--- src/sv/dgt_pkg.sv ---
// shared types, constants and helper functions for the depth grid triangulator
// no dependencies; used by every module of the block through scoped names
package dgt_pkg;

    localparam int DEPTH_W = 11;
    localparam int STEP_W  = 7;
    localparam int VID_W   = 19;
    localparam int FID_W   = 20;
    localparam int X_W     = 10;
    localparam int Y_W     = 9;
    localparam int Z_W     = 12;

    localparam int IMAGE_WIDTH_DEF  = 640;
    localparam int IMAGE_HEIGHT_DEF = 480;

    localparam logic [DEPTH_W-1:0] INVALID_DEPTH = 11'd2047;
    localparam logic [Z_W-1:0]     DEPTH_OFFSET  = 12'd330;

    // apb register map
    localparam int ADDR_W = 3;
    localparam int DATA_W = 32;
    localparam logic [ADDR_W-3:0] REG_SAMPLE_STEP = 1'd0;
    localparam logic [STEP_W-1:0] STEP_RESET      = 7'd1;

    // record kinds
    localparam logic REC_VERTEX = 1'b0;
    localparam logic REC_FACE   = 1'b1;

    // slots of a record bundle
    localparam int SLOT_VTX    = 0;
    localparam int SLOT_FACE_A = 1;
    localparam int SLOT_FACE_B = 2;
    localparam int SLOTS       = 3;

    localparam logic [VID_W-1:0] VID_MAX = '1;
    localparam logic [FID_W-1:0] FID_MAX = '1;

    // one item after the vertex stage
    typedef struct packed {
        logic              vtx;
        logic              restart;
        logic              square;
        logic              parity;
        logic [VID_W-1:0]  cur;
        logic [VID_W-1:0]  left_cur;
        logic [X_W-1:0]    x;
        logic [Y_W-1:0]    y;
        logic [Z_W-1:0]    z;
    } t_item;

    typedef struct packed {
        logic [VID_W-1:0] c1;
        logic [VID_W-1:0] c2;
        logic [VID_W-1:0] c3;
    } t_corners;

    // all records caused by one item
    typedef struct packed {
        logic [SLOTS-1:0]  mask;
        logic [VID_W-1:0]  vid;
        logic [X_W-1:0]    x;
        logic [Y_W-1:0]    y;
        logic [Z_W-1:0]    z;
        logic [FID_W-1:0]  id_a;
        t_corners          face_a;
        logic [FID_W-1:0]  id_b;
        t_corners          face_b;
    } t_bundle;

    function automatic logic [VID_W-1:0] vid_inc(input logic [VID_W-1:0] v);
        return (v == VID_MAX) ? VID_W'(1) : v + VID_W'(1);
    endfunction

    function automatic logic [FID_W-1:0] fid_inc(input logic [FID_W-1:0] v);
        return (v == FID_MAX) ? FID_W'(1) : v + FID_W'(1);
    endfunction

endpackage

--- src/sv/dgt_record_out.sv ---
// record output: holds one item's records and sends them one per transaction
// depends on dgt_pkg
module dgt_record_out (
    input  logic                      i_clk,
    input  logic                      i_rst_n,
    input  logic                      i_load,
    input  dgt_pkg::t_bundle          i_bundle,
    input  logic                      i_out_ready,
    output logic                      o_free,
    output logic                      o_out_valid,
    output logic                      o_record_kind,
    output logic [dgt_pkg::FID_W-1:0] o_record_id,
    output logic [dgt_pkg::X_W-1:0]   o_coord_x,
    output logic [dgt_pkg::Y_W-1:0]   o_coord_y,
    output logic signed [dgt_pkg::Z_W-1:0] o_coord_z,
    output logic [dgt_pkg::VID_W-1:0] o_corner_first,
    output logic [dgt_pkg::VID_W-1:0] o_corner_second,
    output logic [dgt_pkg::VID_W-1:0] o_corner_third,
    output logic                      o_last_of_item
);

    dgt_pkg::t_bundle            r_bundle;
    logic [dgt_pkg::SLOTS-1:0]   r_mask, lowest, rest;
    logic                        take;

    always_comb begin
        lowest         = r_mask & (~r_mask + dgt_pkg::SLOTS'(1));
        rest           = r_mask & ~lowest;
        o_out_valid    = (r_mask != '0);
        take           = o_out_valid && i_out_ready;
        o_free         = !o_out_valid || (take && (rest == '0));
        o_last_of_item = (rest == '0);

        o_record_kind   = dgt_pkg::REC_FACE;
        o_record_id     = r_bundle.id_b;
        o_coord_x       = '0;
        o_coord_y       = '0;
        o_coord_z       = '0;
        o_corner_first  = r_bundle.face_b.c1;
        o_corner_second = r_bundle.face_b.c2;
        o_corner_third  = r_bundle.face_b.c3;
        priority if (r_mask[dgt_pkg::SLOT_VTX]) begin
            o_record_kind   = dgt_pkg::REC_VERTEX;
            o_record_id     = dgt_pkg::FID_W'(r_bundle.vid);
            o_coord_x       = r_bundle.x;
            o_coord_y       = r_bundle.y;
            o_coord_z       = r_bundle.z;
            o_corner_first  = '0;
            o_corner_second = '0;
            o_corner_third  = '0;
        end else if (r_mask[dgt_pkg::SLOT_FACE_A]) begin
            o_record_id     = r_bundle.id_a;
            o_corner_first  = r_bundle.face_a.c1;
            o_corner_second = r_bundle.face_a.c2;
            o_corner_third  = r_bundle.face_a.c3;
        end
    end

    always_ff @(posedge i_clk) begin
        if (!i_rst_n) begin
            r_mask <= '0;
        end else if (i_load) begin
            r_mask <= i_bundle.mask;
        end else if (take) begin
            r_mask <= rest;
        end
    end

    always_ff @(posedge i_clk) begin
        if (i_load) begin
            r_bundle <= i_bundle;
        end
    end

endmodule

--- config.mk ---
export PLATFORM = sky130hd
export DESIGN_NAME = dgt_record_out
export DESIGN_NICKNAME = d
export VERILOG_FILES = /design/src/sv/dgt_pkg.sv /design/src/sv/dgt_record_out.sv
export SDC_FILE = /design/constraint.sdc
export NUM_CORES = 1
export LEC_CHECK = 0
export BUFFER_PORTS_ARGS = -buffer_cell sky130_fd_sc_hd__buf_2
export CAP_MARGIN = 10
export CORE_ASPECT_RATIO = 0.6
export CORE_MARGIN = 2
export CORE_UTILIZATION = 45
export CTS_BUF_LIST = sky130_fd_sc_hd__clkbuf_4 sky130_fd_sc_hd__clkbuf_8
export CTS_CLUSTER_SIZE = 25
export DETAILED_ROUTE_END_ITERATION = 10
export MAX_ROUTING_LAYER = met4
export PLACE_DENSITY = 0.81
export SKIP_CTS_REPAIR_TIMING = 1
export SYNTH_ARGS = -nofsm -noshare
export SYNTH_HDL_FRONTEND = slang
export SYNTH_SLANG_ARGS = --single-unit
export TNS_END_PERCENT = 100
--- constraint.sdc ---
create_clock -name i_clk -period 1.1 [get_ports i_clk]
set_input_delay 0.055 -clock i_clk [delete_from_list [all_inputs] [get_ports i_clk]]
set_output_delay 0.055 -clock i_clk [all_outputs]
set_load 0.05 [all_outputs]
==> results by group <==
Status
  • Status: finished with violations
  • Failing checks: setup timing

Route
  • Total Routed Length: approximately 31000 microns
  • Top routing layer used: met4
  • Met3 routed WL: between 2000 and 3000 microns
  • Final antenna-violating net count: 0
  • DR DRC count: 0
  • Avg Vias per Cell: between 5 and 6
  • DR WL/cell: ~24 microns
  • Post-Route M1 WL: between 10000 and 15000 microns
  • Vias: 6788
  • Met2 routed WL: 16100 microns
  • Pre-antenna DRT Iters: 5
  • Initial DRC count: ~570

Clock tree
  • CTS Sinks: slightly above 200
  • Clk slew on worst S/H paths: roughly 80 ps
  • H-tree levels: 1
  • CTS root buffer: clkbuf_8
  • Clk_lat worst skew: about 540 ps
  • CTS tree: built
  • Inserted Clock Buffers: 29
  • Clock Tree Buf Depth: 3

Global routing
  • First-pass GRT wire length: around 28000 microns
  • Vias in the first global route: approximately 5.2k
  • Total GRT Usage: 0.202
  • Overflow after GRT: 0
  • Initial antenna violation count: 4
  • Pin count of the biggest net entering global routing: 42

Floorplan
  • DIE WIDTH: roughly 170 microns
  • Die Y: around 110 microns
  • Initial core utilization: 0.460
  • Full die area: roughly 19000 sq um
  • Rows: 37
  • Num ports: around 320
  • Core Footprint: around 17000 sq um

STA
  • Relative slew slack: 0.716
  • Setup TNS: -79950 ps
  • Final period demand of the worst path: about 2000 ps
  • Count of final hold-check violations: 0
  • Setup slack after layout: -885 ps
  • Max-slew violations: 0
  • Slew at the pin closest to its max-slew limit: between 400 and 500 ps
  • Fin Clk Skew: around 6.5 ps
  • Final Cycle Share: 1.80
  • RSZ-0062 raised after global routing: true
  • Final setup fails: 113
  • FMAX: ~0.5 GHz

Synth
  • Synth warn: 0
  • Post-Syn Area: slightly below 8000 sq um
  • Post-synthesis sequential area ratio: 0.785
  • Synthesized flop and latch total: roughly 210
  • Mean Syn Cell Area: ~17 sq um
  • Syn_nets: around 660
  • Count of different cell masters after synthesis: 26
  • Cells after Synth: 453

Power and ir drop
  • Peak VDD IR: ~1.2 mV
  • Pwr Density: roughly 1400 nW/um^2
  • Pwr Total: between 20 and 25 mW
  • Leakage: around 5.9 nW

Hold path
  • Worst hold path type: primary input to register
  • Hold_sp: i_out_ready

Placed design
  • IO buf count: about 320
  • Post-DP HPWL: 13600 microns
  • Inst Count DP: 1023
  • Routability cong.: around 0.86

Layout
  • Most frequent cells in the layout: buf_2 (253), dlygate4sd3_1 (212), edfxtp_1 (204), nor2_4 (58), buf_4 (44)
  • Most common cell after layout, fill and taps aside: buf_2
  • Share of cells above drive strength 1: 0.571
  • Area Overhead vs Synth: 89.7%
  • Finished Core Util: 0.872
  • # nets final: approximately 1.3k
  • Finished Layout Cells: 1316

Job
  • Number of max-cap violations: 0

Worst setup path
  • WP data required: 1040 ps
  • Crit path capture type: output port
  • Startpoint Class: register
  • Class of the most critical setup path: register to output port
  • Worst r2r src: r_mask[0]
  • Crit path DAT: around 1900 ps
  • CP startpoint: r_mask[1]
  • Critical Path Fanout Max: 15
## where the power goes
group          internal, mW  switching, mW
Clock                  2.80           3.10
Combinational          2.24           2.83
Sequential             9.37          0.392
## path summary, 6_finish.rpt
path,to,slack [ps],cells after the start
worst min-delay path,r_mask[1],40,5
worst max register to register,r_mask[2],-220,5
worst min register to register,r_mask[2],540,2
worst max-delay path,o_corner_third[15],-880,5
## layer usage
layer / GRT usage / vias up
met1: 0.234 / 3373
met5: - / -
met4: 0.0518 / 0
met3: 0.0665 / 77
li1: - / 2902
met2: 0.343 / 436
## cells by family (layout without fill, tap and decap cells)
kind of cell / count (synthesis) / in the layout / share of synthesized area
AND/OR/NAND/NOR: 115 / 115 / 0.0675
flip-flops: 207 / 207 / 0.785
AO/OA/AOI/OAI: 26 / 26 / 0.0189
other: 0 / 4 / 0
buffers and inverters: 27 / 652 / 0.0294
adder cells (fa/ha/maj): 1 / 1 / 0.00127
multiplexers: 77 / 77 / 0.0978
## registers in the layout, summed over array words and instances (netlist names)
signal	flops
r_mask	3
r_bundle	204
## through the flow
stage,hold slack [ps],setup WS (ps),instance area [sq um]
4_1_cts,-362,-879,11400
6_report,37.4,-885,14900
5_1_grt,23.1,-944,14900
3_3_place_gp,231,-245,10800
2_1_floorplan,154,-122,8690
3_5_place_dp,233,-272,10800
## synth_stat cells
master	n	area share
buf_4	1	0.00095
buf_12	2	0.0051
nor2_1	58	0.028
and2_1	31	0.025
o21ai_0	1	0.00063
mux2i_1	77	0.098
a21boi_2	1	0.0014
nand3_2	1	0.0013
clkbuf_1	4	0.0019
a21oi_1	2	0.0013
or3_1	1	0.00079
or3b_4	1	0.0014
inv_1	3	0.0014
nand2_1	21	0.010
dfxtp_1	3	0.0076
a21boi_1	1	0.00095
o21ai_1	19	0.012
o21a_1	1	0.00095
nor2b_1	1	0.00079
buf_8	6	0.011
buf_2	9	0.0057
nor3b_1	1	0.00095
o211ai_2	1	0.0016
buf_6	2	0.0029
edfxtp_1	204	0.78
maj3_1	1	0.0013
## critical path: stages (launching register included)
cell and delay [ps]:
dfxtp_4 380, buf_12 160, buf_16 190, mux2i_1 360, nor2_4 60, buf_2 210
## final cells by class
cell class / instances / area, sq um
antenna: 4 / 10.0
clock buffer: 39 / 474
clock inverter: 14 / 62.6
fill: 662 / 2190
inverter: 3 / 15.0
multi-input combinational: 219 / 2770
sequential: 207 / 6190
tap: 234 / 293
timing repair buffer: 596 / 5120
No activity file was read; power rests on OpenSTA's default activity.
