==> config.mk <==
export PLATFORM = sky130hd
export DESIGN_NAME = dgt_face_stage
export DESIGN_NICKNAME = d
export VERILOG_FILES = /design/src/sv/dgt_pkg.sv /design/src/sv/dgt_face_stage.sv
export SDC_FILE = /design/constraint.sdc
export NUM_CORES = 1
export LEC_CHECK = 0
export BUFFER_PORTS_ARGS = -buffer_cell sky130_fd_sc_hd__buf_4
export CAP_MARGIN = 0
export CORE_AREA = 10 10 111 113
export DETAILED_ROUTE_END_ITERATION = 6
export DIE_AREA = 0 0 121 123
export PLACE_DENSITY = 0.83
export RECOVER_POWER = 100
export SYNTH_ARGS = -nofsm -noshare
export SYNTH_HDL_FRONTEND = slang
export SYNTH_SLANG_ARGS = --single-unit
export TNS_END_PERCENT = 20
==> constraint.sdc <==
create_clock -name i_clk -period 6.6 [get_ports i_clk]
set_clock_uncertainty 0.05 [all_clocks]
set_input_delay 1.32 -clock i_clk [delete_from_list [all_inputs] [get_ports i_clk]]
set_output_delay 1.32 -clock i_clk [all_outputs]
set_load 0.02 [all_outputs]
==> src/sv/dgt_pkg.sv <==
// shared types, constants and helper functions for the depth grid triangulator
// no dependencies; used by every module of the block through scoped names
package dgt_pkg;

    localparam int DEPTH_W = 11;
    localparam int STEP_W  = 7;
    localparam int VID_W   = 19;
    localparam int FID_W   = 20;
    localparam int X_W     = 10;
    localparam int Y_W     = 9;
    localparam int Z_W     = 12;

    localparam int IMAGE_WIDTH_DEF  = 640;
    localparam int IMAGE_HEIGHT_DEF = 480;

    localparam logic [DEPTH_W-1:0] INVALID_DEPTH = 11'd2047;
    localparam logic [Z_W-1:0]     DEPTH_OFFSET  = 12'd330;

    // apb register map
    localparam int ADDR_W = 3;
    localparam int DATA_W = 32;
    localparam logic [ADDR_W-3:0] REG_SAMPLE_STEP = 1'd0;
    localparam logic [STEP_W-1:0] STEP_RESET      = 7'd1;

    // record kinds
    localparam logic REC_VERTEX = 1'b0;
    localparam logic REC_FACE   = 1'b1;

    // slots of a record bundle
    localparam int SLOT_VTX    = 0;
    localparam int SLOT_FACE_A = 1;
    localparam int SLOT_FACE_B = 2;
    localparam int SLOTS       = 3;

    localparam logic [VID_W-1:0] VID_MAX = '1;
    localparam logic [FID_W-1:0] FID_MAX = '1;

    // one item after the vertex stage
    typedef struct packed {
        logic              vtx;
        logic              restart;
        logic              square;
        logic              parity;
        logic [VID_W-1:0]  cur;
        logic [VID_W-1:0]  left_cur;
        logic [X_W-1:0]    x;
        logic [Y_W-1:0]    y;
        logic [Z_W-1:0]    z;
    } t_item;

    typedef struct packed {
        logic [VID_W-1:0] c1;
        logic [VID_W-1:0] c2;
        logic [VID_W-1:0] c3;
    } t_corners;

    // all records caused by one item
    typedef struct packed {
        logic [SLOTS-1:0]  mask;
        logic [VID_W-1:0]  vid;
        logic [X_W-1:0]    x;
        logic [Y_W-1:0]    y;
        logic [Z_W-1:0]    z;
        logic [FID_W-1:0]  id_a;
        t_corners          face_a;
        logic [FID_W-1:0]  id_b;
        t_corners          face_b;
    } t_bundle;

    function automatic logic [VID_W-1:0] vid_inc(input logic [VID_W-1:0] v);
        return (v == VID_MAX) ? VID_W'(1) : v + VID_W'(1);
    endfunction

    function automatic logic [FID_W-1:0] fid_inc(input logic [FID_W-1:0] v);
        return (v == FID_MAX) ? FID_W'(1) : v + FID_W'(1);
    endfunction

endpackage

==> src/sv/dgt_face_stage.sv <==
// face stage: diagonal choice, face emission and face numbering
// depends on dgt_pkg
module dgt_face_stage (
    input  logic                      i_clk,
    input  logic                      i_rst_n,
    input  logic                      i_adv,
    input  dgt_pkg::t_item            i_item,
    input  logic [dgt_pkg::VID_W-1:0] i_above,
    output dgt_pkg::t_bundle          o_bundle
);

    logic [dgt_pkg::FID_W-1:0] r_fc, n_fc, fbase, after_a;
    logic [dgt_pkg::VID_W-1:0] r_left_above;
    logic [dgt_pkg::VID_W-1:0] a, b, c, d;
    logic                      ea, eb, both;

    always_comb begin
        a     = r_left_above;
        b     = i_item.left_cur;
        c     = i_item.cur;
        d     = i_above;
        fbase = i_item.restart ? dgt_pkg::FID_W'(1) : r_fc;

        o_bundle.face_a = '0;
        o_bundle.face_b = '0;
        ea = 1'b0;
        eb = 1'b0;
        if (i_item.square) begin
            if (i_item.parity) begin
                both = (d != '0) && (b != '0);
                ea   = both && (a != '0);
                eb   = both && (c != '0);
                o_bundle.face_a = '{c1: a, c2: b, c3: d};
                o_bundle.face_b = '{c1: b, c2: c, c3: d};
            end else begin
                both = (c != '0) && (a != '0);
                ea   = both && (b != '0);
                eb   = both && (d != '0);
                o_bundle.face_a = '{c1: a, c2: b, c3: c};
                o_bundle.face_b = '{c1: a, c2: c, c3: d};
            end
        end else begin
            both = 1'b0;
        end

        after_a = ea ? dgt_pkg::fid_inc(fbase) : fbase;
        n_fc    = eb ? dgt_pkg::fid_inc(after_a) : after_a;

        o_bundle.mask[dgt_pkg::SLOT_VTX]    = i_item.vtx;
        o_bundle.mask[dgt_pkg::SLOT_FACE_A] = ea;
        o_bundle.mask[dgt_pkg::SLOT_FACE_B] = eb;
        o_bundle.vid  = i_item.cur;
        o_bundle.x    = i_item.x;
        o_bundle.y    = i_item.y;
        o_bundle.z    = i_item.z;
        o_bundle.id_a = fbase;
        o_bundle.id_b = after_a;
    end

    always_ff @(posedge i_clk) begin
        if (!i_rst_n) begin
            r_fc         <= dgt_pkg::FID_W'(1);
            r_left_above <= '0;
        end else if (i_adv) begin
            r_fc         <= n_fc;
            r_left_above <= d;
        end
    end

endmodule

==> flow_summary.yaml, run 1 <==
synthesis:
  sequential_cell_area_fraction_in_the_yosys_report_pct: 16.76
  fraction_of_synthesized_cell_area_taken_by_the_top_area_cell_type_pct: 16.76
  number_of_flops_mapped_to_enable_cells_by_yosys: 0
  yosys_warnings: 0
  yosys_register_bits: 39
  syn_nets: 725
  synth_top_cells_by_area: "sky130_fd_sc_hd__dfxtp_1 (17%), sky130_fd_sc_hd__mux2i_1 (13%), sky130_fd_sc_hd__and2_1 (11%)"
  post_synth_num_cell_types: 64
  postSynthCellCount: 628
  synth_top_cell_by_area: "sky130_fd_sc_hd__dfxtp_1"
  synth_async_sr_flop_share_pct: 0
  synth.cell_area_mm2: 0.004659
  postSynthAreaPerCell_um2: 7.420
  yosys_most_used_dff: "sky130_fd_sc_hd__dfxtp_1"
sta:
  hold_violation_total_from_the_final_report: 0
  max_clk_rate_mhz: 172.0
  timing.max_slew.rel_slack_pct: -66.17
  fin_crit_sh_pct: 88.10
  worst_max_slew_pin_slew_ps: 2493
  period_minus_slack_ps: 5815
  setup_violations: 0
  number_of_slew_limit_violations_in_the_final_report: 41
  rsz_0062_raised_after_global_routing: "false"
  hold_slack_ps: 404.2
  timing.setup.tns_ps: 0
detailed_routing:
  drtIter0Drc: 705
  ant_nets: 0
  drt-pass1-iter-count: 6
  avgRoutedWirePerCell_um: 22.79
  via_count: 5288
  drc: 0
  drt-total-wl_um: 20930
  post_drt_via_cell_ratio: 5.760
floorplanning:
  chipHeight_um: 123
  die-width_um: 121
  initial_utilization_pct: 45.96
  core_outline_area_mm2: 0.01014
  rows: 37
  fp.dieArea_mm2: 0.01488
  number_of_top_level_pins: 302
cts:
  cts_repair_resize_count: 0
  cts_buffers: 5
  cts_root_buf: "sky130_fd_sc_hd__clkbuf_8"
  cts_htree_levels: 2
  clock_tree_from_tritoncts: "done"
  clock_tree.buffer_depth: 2
  cts_num_sinks: 39
  clkTransAtPathRegs_ps: 80
  ctsHoldBuffers: 0
  clock_insertion_delay_worst_skew_ps: 290
  cts.repair_timing.setup_buffer_count: 0
global_route:
  grt_start_max_net_pins: 80
  grt-ovfl-total: 0
  initial_antenna_violation_count: 0
  grt_pass1_vias: 4942
  gr-usage-all-layers_pct: 25.70
  wire_length_of_the_first_global_routing_pass_um: 30710
hold_path:
  timing.hold.worst.start: "r_fc[19]"
  timing.hold.worst.class: "reg2reg"
status:
  outcome: "complete, but fails checks"
  violations_in_the_final_reports: "max-capacitance violations, max-slew violations"
worst_setup_path:
  setup.worst_path.class: "in2out"
  critical_path.startpoint: "i_above[3]"
  r2r_slack_ps: 2370
  cp_data_arrival_time_ps: 4440
  critPathLaunchType: "primary input"
  timing.critical_path.required_ps: 5230
  crit_path_cell_trace: "clkbuf_1 -> nor4_1 -> nand4_1 -> nor4bb_1 -> nor2_2 -> nand2_1 -> inv_2 -> o21ai_0 -> buf_4"
  worst_path_largest_cell_delay_ps: 600
  cp-end-kind: "output port"
  worstPathMaxFanout: 17
  slowest_library_cell_on_the_worst_path: "sky130_fd_sc_hd__nor4bb_1"
  timing.rr.start: "a[3]"
layout:
  antenna_cells: 0
  nFillCells: 1101
  final_net_count: 879
  syn_to_final_growth_pct: 20.41
  drive_above_1_share_pct: 17.26
placed_design:
  dp_hpwl_um: 16590
  placement.io_buffers: 237
  finalWeightedCongestion: 0.9541
power:
  worst_ir_drop_vdd_mv: 0.06114
  power.static_leakage_nw: 2.333
  power.density_mw_per_mm2: 124.6
job:
  maxCapViolations: 1
[critical path: cells and delay by family]
family                 cells  cell delay, ps
AOI/OAI and AO/OA          1             420
buffers and inverters      3             590
and+or+nand+nor            5            2110
[cells in the final DEF (no fill, tap or decap), drive strengths merged, types with 8 or more instances in the layout]
cell type and instances:
a21oi 8, and2 83, buf 105, clkbuf 140, dfxtp 39, inv 15, mux2i 62, nand2 27
nand2b 8, nand3 19, nand4 9, nor2 63, nor2b 41, nor3 8, nor4 32, o21ai 28
xnor2 18
[cells by family (layout without fill, tap and decap cells)]
family          count (synthesis)  in the layout  share of synthesized area (%)
simple gates                  327            327                          41.03
buf+inv                       107            261                          13.43
compound gates                 66             66                          10.07
mux                            62             62                          13.32
flops                          39             39                          16.76
xor+xnor                       25             25                          4.860
fa+ha+maj                       2              2                         0.5370
[report_power, final]
| group | internal [mW] | switching [mW] | total, mW |
|---|---|---|---|
| clock network | 0.0823 | 0.0891 | 0.171 |
| logic | 0.0985 | 0.177 | 0.275 |
| registers | 0.243 | 0.00861 | 0.252 |
| total | 0.424 | 0.275 | 0.699 |
[area by class of cell]
cell class | instances | area (um2) | share of cell area (%)
multi-input cells | 482 | 3224 | 57.47
repair buffers | 239 | 1291 | 23.02
flip-flops and latches | 39 | 780.7 | 13.92
well taps | 136 | 170.2 | 3.033
clock buffers | 6 | 82.58 | 1.472
inverters | 15 | 56.30 | 1.004
clock inverters | 1 | 5.005 | 0.08921
[Yosys cell counts, types with 4 or more instances]
cell type	n
sky130_fd_sc_hd__xor2_1	7
sky130_fd_sc_hd__mux2i_1	62
sky130_fd_sc_hd__buf_1	9
sky130_fd_sc_hd__nand3_1	18
sky130_fd_sc_hd__o21ai_1	9
sky130_fd_sc_hd__buf_4	54
sky130_fd_sc_hd__a21oi_1	7
sky130_fd_sc_hd__nand2_1	26
sky130_fd_sc_hd__xnor2_1	17
sky130_fd_sc_hd__and3_1	7
sky130_fd_sc_hd__or2_1	4
sky130_fd_sc_hd__nand4b_1	4
sky130_fd_sc_hd__nor4_2	4
sky130_fd_sc_hd__nand2b_1	8
sky130_fd_sc_hd__and4_1	4
sky130_fd_sc_hd__inv_1	14
sky130_fd_sc_hd__buf_2	5
sky130_fd_sc_hd__nor4_1	27
sky130_fd_sc_hd__a21boi_1	5
sky130_fd_sc_hd__nor2_1	62
sky130_fd_sc_hd__a31oi_1	5
sky130_fd_sc_hd__dfxtp_1	39
sky130_fd_sc_hd__clkbuf_1	22
sky130_fd_sc_hd__nor2b_1	41
sky130_fd_sc_hd__o21ai_0	16
sky130_fd_sc_hd__nor3_1	7
sky130_fd_sc_hd__and2_1	82
sky130_fd_sc_hd__nand4_1	9
[final timing paths]
check | end | cells past startpoint
max reg2reg | r_fc[12] | 14
max | o_bundle[60] | 9
min reg2reg | r_fc[19] | 2
min | r_fc[19] | 2
[sequential cells by signal, summed over array words and instances, names as in the netlist]
signal  cells
r_fc       20
a          19
[per-layer routing]
layer  up-vias  part of all wire, %  GRT usage (%)
li1       2422                    -              -
met2       345                   49          45.99
met5         -                    0              0
met3        51                  9.5          6.928
met4         0                  2.7          5.882
met1      2470                   38          29.87
[stage by stage]
stage               total power, mW  cells  utilization (%)  worst slack [ps]  area, um2
floorplan                    0.4512    628                -              1399       4659
global placement             0.5578    911            59.72              1379       6055
detailed placement           0.5605    911            59.72              1287       6055
CTS                          0.7299    918            60.58              1286       6142
global route                 0.7260    918            55.34             588.5       5610
finish                       0.6990    918            55.34             785.4       5610
Power figures use the tool's default switching activity.
==> run 2: changes to the inputs <==
- CORE_AREA: 10 10 111 113 -> 10 10 116 108
- DIE_AREA: 0 0 121 123 -> 0 0 126 118
- GPL_TIMING_DRIVEN: unset -> 0
- PLACE_DENSITY: 0.83 -> 0.84
==> flow_summary.yaml, run 2 (synthesis gave the netlist of run 1 again) <==
floorplanning:
  initial_utilization_pct: 46.26
  rows: 35
  die-width_um: 126
  chipHeight_um: 118
  fp.dieArea_mm2: 0.01487
  core_outline_area_mm2: 0.01007
  number_of_top_level_pins: 302
global_route:
  gr-usage-all-layers_pct: 27.38
  grt_start_max_net_pins: 13
  wire_length_of_the_first_global_routing_pass_um: 33260
  grt-ovfl-total: 0
  initial_antenna_violation_count: 0
  grt_pass1_vias: 5532
layout:
  max_flop_register: "r_fc"
  nFillCells: 1053
  drive_above_1_share_pct: 24.14
  final_net_count: 999
  syn_to_final_growth_pct: 38.08
  mostFrequentLayoutCells: "sky130_fd_sc_hd__buf_4 (187), sky130_fd_sc_hd__clkbuf_1 (164), sky130_fd_sc_hd__nor2_1 (63)"
  mostFrequentLayoutCell: "sky130_fd_sc_hd__buf_4"
  multi_input_area_mm2: 0.003192
  largest_register_ff_count: 20
  register_area_um2: 780.7
  final_core_utilization_pct: 63.88
  antenna_cells: 0
power:
  worst_ir_drop_vdd_mv: 0.1569
  p_sw_uw: 312.6
  pwr-share-seq_pct: 28.9
  switching_power_as_a_share_of_total_power_pct: 35.74
  design_power_total_uw: 874.8
  power.density_mw_per_mm2: 136.0
  pwr-share-comb_pct: 38.1
  clock_power_share_pct: 33.0
  cellInternalPower_uw: 562.1
  power.static_leakage_nw: 2.826
worst_setup_path:
  worstPathMaxFanout: 10
  cp-end-kind: "output port"
  r2r_slack_ps: 2000
  timing.critical_path.required_ps: 5230
  critPathLaunchType: "primary input"
  crit_path_cell_trace: "clkbuf_1 -> clkbuf_1 -> nor2_1 -> inv_1 -> ha_1 -> nand4_1 -> nand4bb_1 -> nor2_1 -> nor2_1 -> o31a_1 -> or2_2 -> clkbuf_1"
  cp_data_arrival_time_ps: 4700
  worst_path_largest_cell_delay_ps: 520
  timing.critical_path.buf_inv: 4
  setup.worst_path.class: "in2out"
  crit_family: "simple AND/OR/NAND/NOR gates"
  slowest_library_cell_on_the_worst_path: "sky130_fd_sc_hd__clkbuf_1"
sta:
  fin_crit_sh_pct: 91.93
  rsz_0062_raised_after_global_routing: "false"
  timing.setup.tns_ps: 0
  timing.max_slew.rel_slack_pct: -68.57
  worst_max_slew_pin_slew_ps: 2465
  period_minus_slack_ps: 6067
  max_clk_rate_mhz: 164.8
  number_of_slew_limit_violations_in_the_final_report: 9
  timing.final.ws_setup_ps: 532.9
  setup_violations: 0
  hold_violation_total_from_the_final_report: 0
cts:
  cts_buffers: 5
  cts_htree_levels: 2
  clock_tree.buffer_depth: 2
  cts_repair_resize_count: 0
  ctsHoldBuffers: 0
  cts.repair_timing.setup_buffer_count: 0
  cts_num_sinks: 39
  cts_root_buf: "sky130_fd_sc_hd__clkbuf_16"
  clkTransAtPathRegs_ps: 60
  clock_insertion_delay_worst_skew_ps: 290
  clock_tree_from_tritoncts: "done"
detailed_routing:
  via_count: 5678
  avgRoutedWirePerCell_um: 21.48
  drt-pass1-iter-count: 5
  drtIter0Drc: 536
  drt-total-wl_um: 22170
  ant_nets: 0
  post_drt_via_cell_ratio: 5.502
  drc: 0
hold_path:
  timing.hold.worst.class: "reg2reg"
placed_design:
  dp_hpwl_um: 18390
  finalWeightedCongestion: 0.9561
  post_place_worst_slack_ps: 831.4
  placement.io_buffers: 267
job:
  maxCapViolations: 1
status:
  outcome: "complete, but fails checks"
  violations_in_the_final_reports: "max-capacitance violations, max-slew violations"
## run 2: changes by cell type in the layout (fill, tap and decap cells not counted), sizes merged
cell / before / now
buf: 105 / 195
bufinv: 0 / 1
clkbuf: 140 / 170
## run 2: path summary, 6_finish.rpt
| path | start | end | depth (start not counted) |
|---|---|---|---|
| setup reg to reg | a[3] | r_fc[19] | 16 |
| hold reg to reg | r_fc[19] | r_fc[19] | 2 |
| hold / removal | r_fc[19] | r_fc[19] | 2 |
| setup / recovery | i_item[71] | o_bundle[64] | 12 |
## run 2: stage by stage
step,area [um2],cells,hold slack (ps)
2_1_floorplan,4659,628,370.8
3_3_place_gp,6825,1024,381.5
3_5_place_dp,6825,1024,389.1
4_1_cts,6999,1032,398.1
5_1_grt,6434,1032,415.2
6_report,6434,1032,420.7
## run 2: worst min-delay path, cell delays in order (launching register included)
cell and delay [ps]:
sky130_fd_sc_hd__dfxtp_1 320, sky130_fd_sc_hd__nand2_1 50, sky130_fd_sc_hd__o21ai_0 70
## run 2: cell type report
| type | count | area share [%] |
|---|---|---|
| Clock buffer | 6 | 2.159 |
| Sequential cell | 39 | 12.14 |
| Buffer | 92 | 8.829 |
| Tap cell | 129 | 2.509 |
| Inverter | 15 | 0.8751 |
| Timing Repair Buffer | 267 | 23.34 |
| Multi-Input combinational cell | 482 | 49.61 |
| Clock inverter | 2 | 0.5445 |
## run 2: metal layers
layer,wire [um],part of all wire [%],track usage [%]
met4,444,2.0,6.117
met5,0,0,0
met1,9056,41,34.44
met3,2250,10,7.654
met2,10420,47,45.03
## run 2: power groups by stage
stage	clock, mW	sequential (mW)	combinational, mW
2_1_floorplan	0	0.254	0.197
3_3_place_gp	0	0.257	0.362
3_5_place_dp	0	0.257	0.366
4_1_cts	0.289	0.252	0.367
5_1_grt	0.297	0.254	0.355
6_report	0.289	0.252	0.334
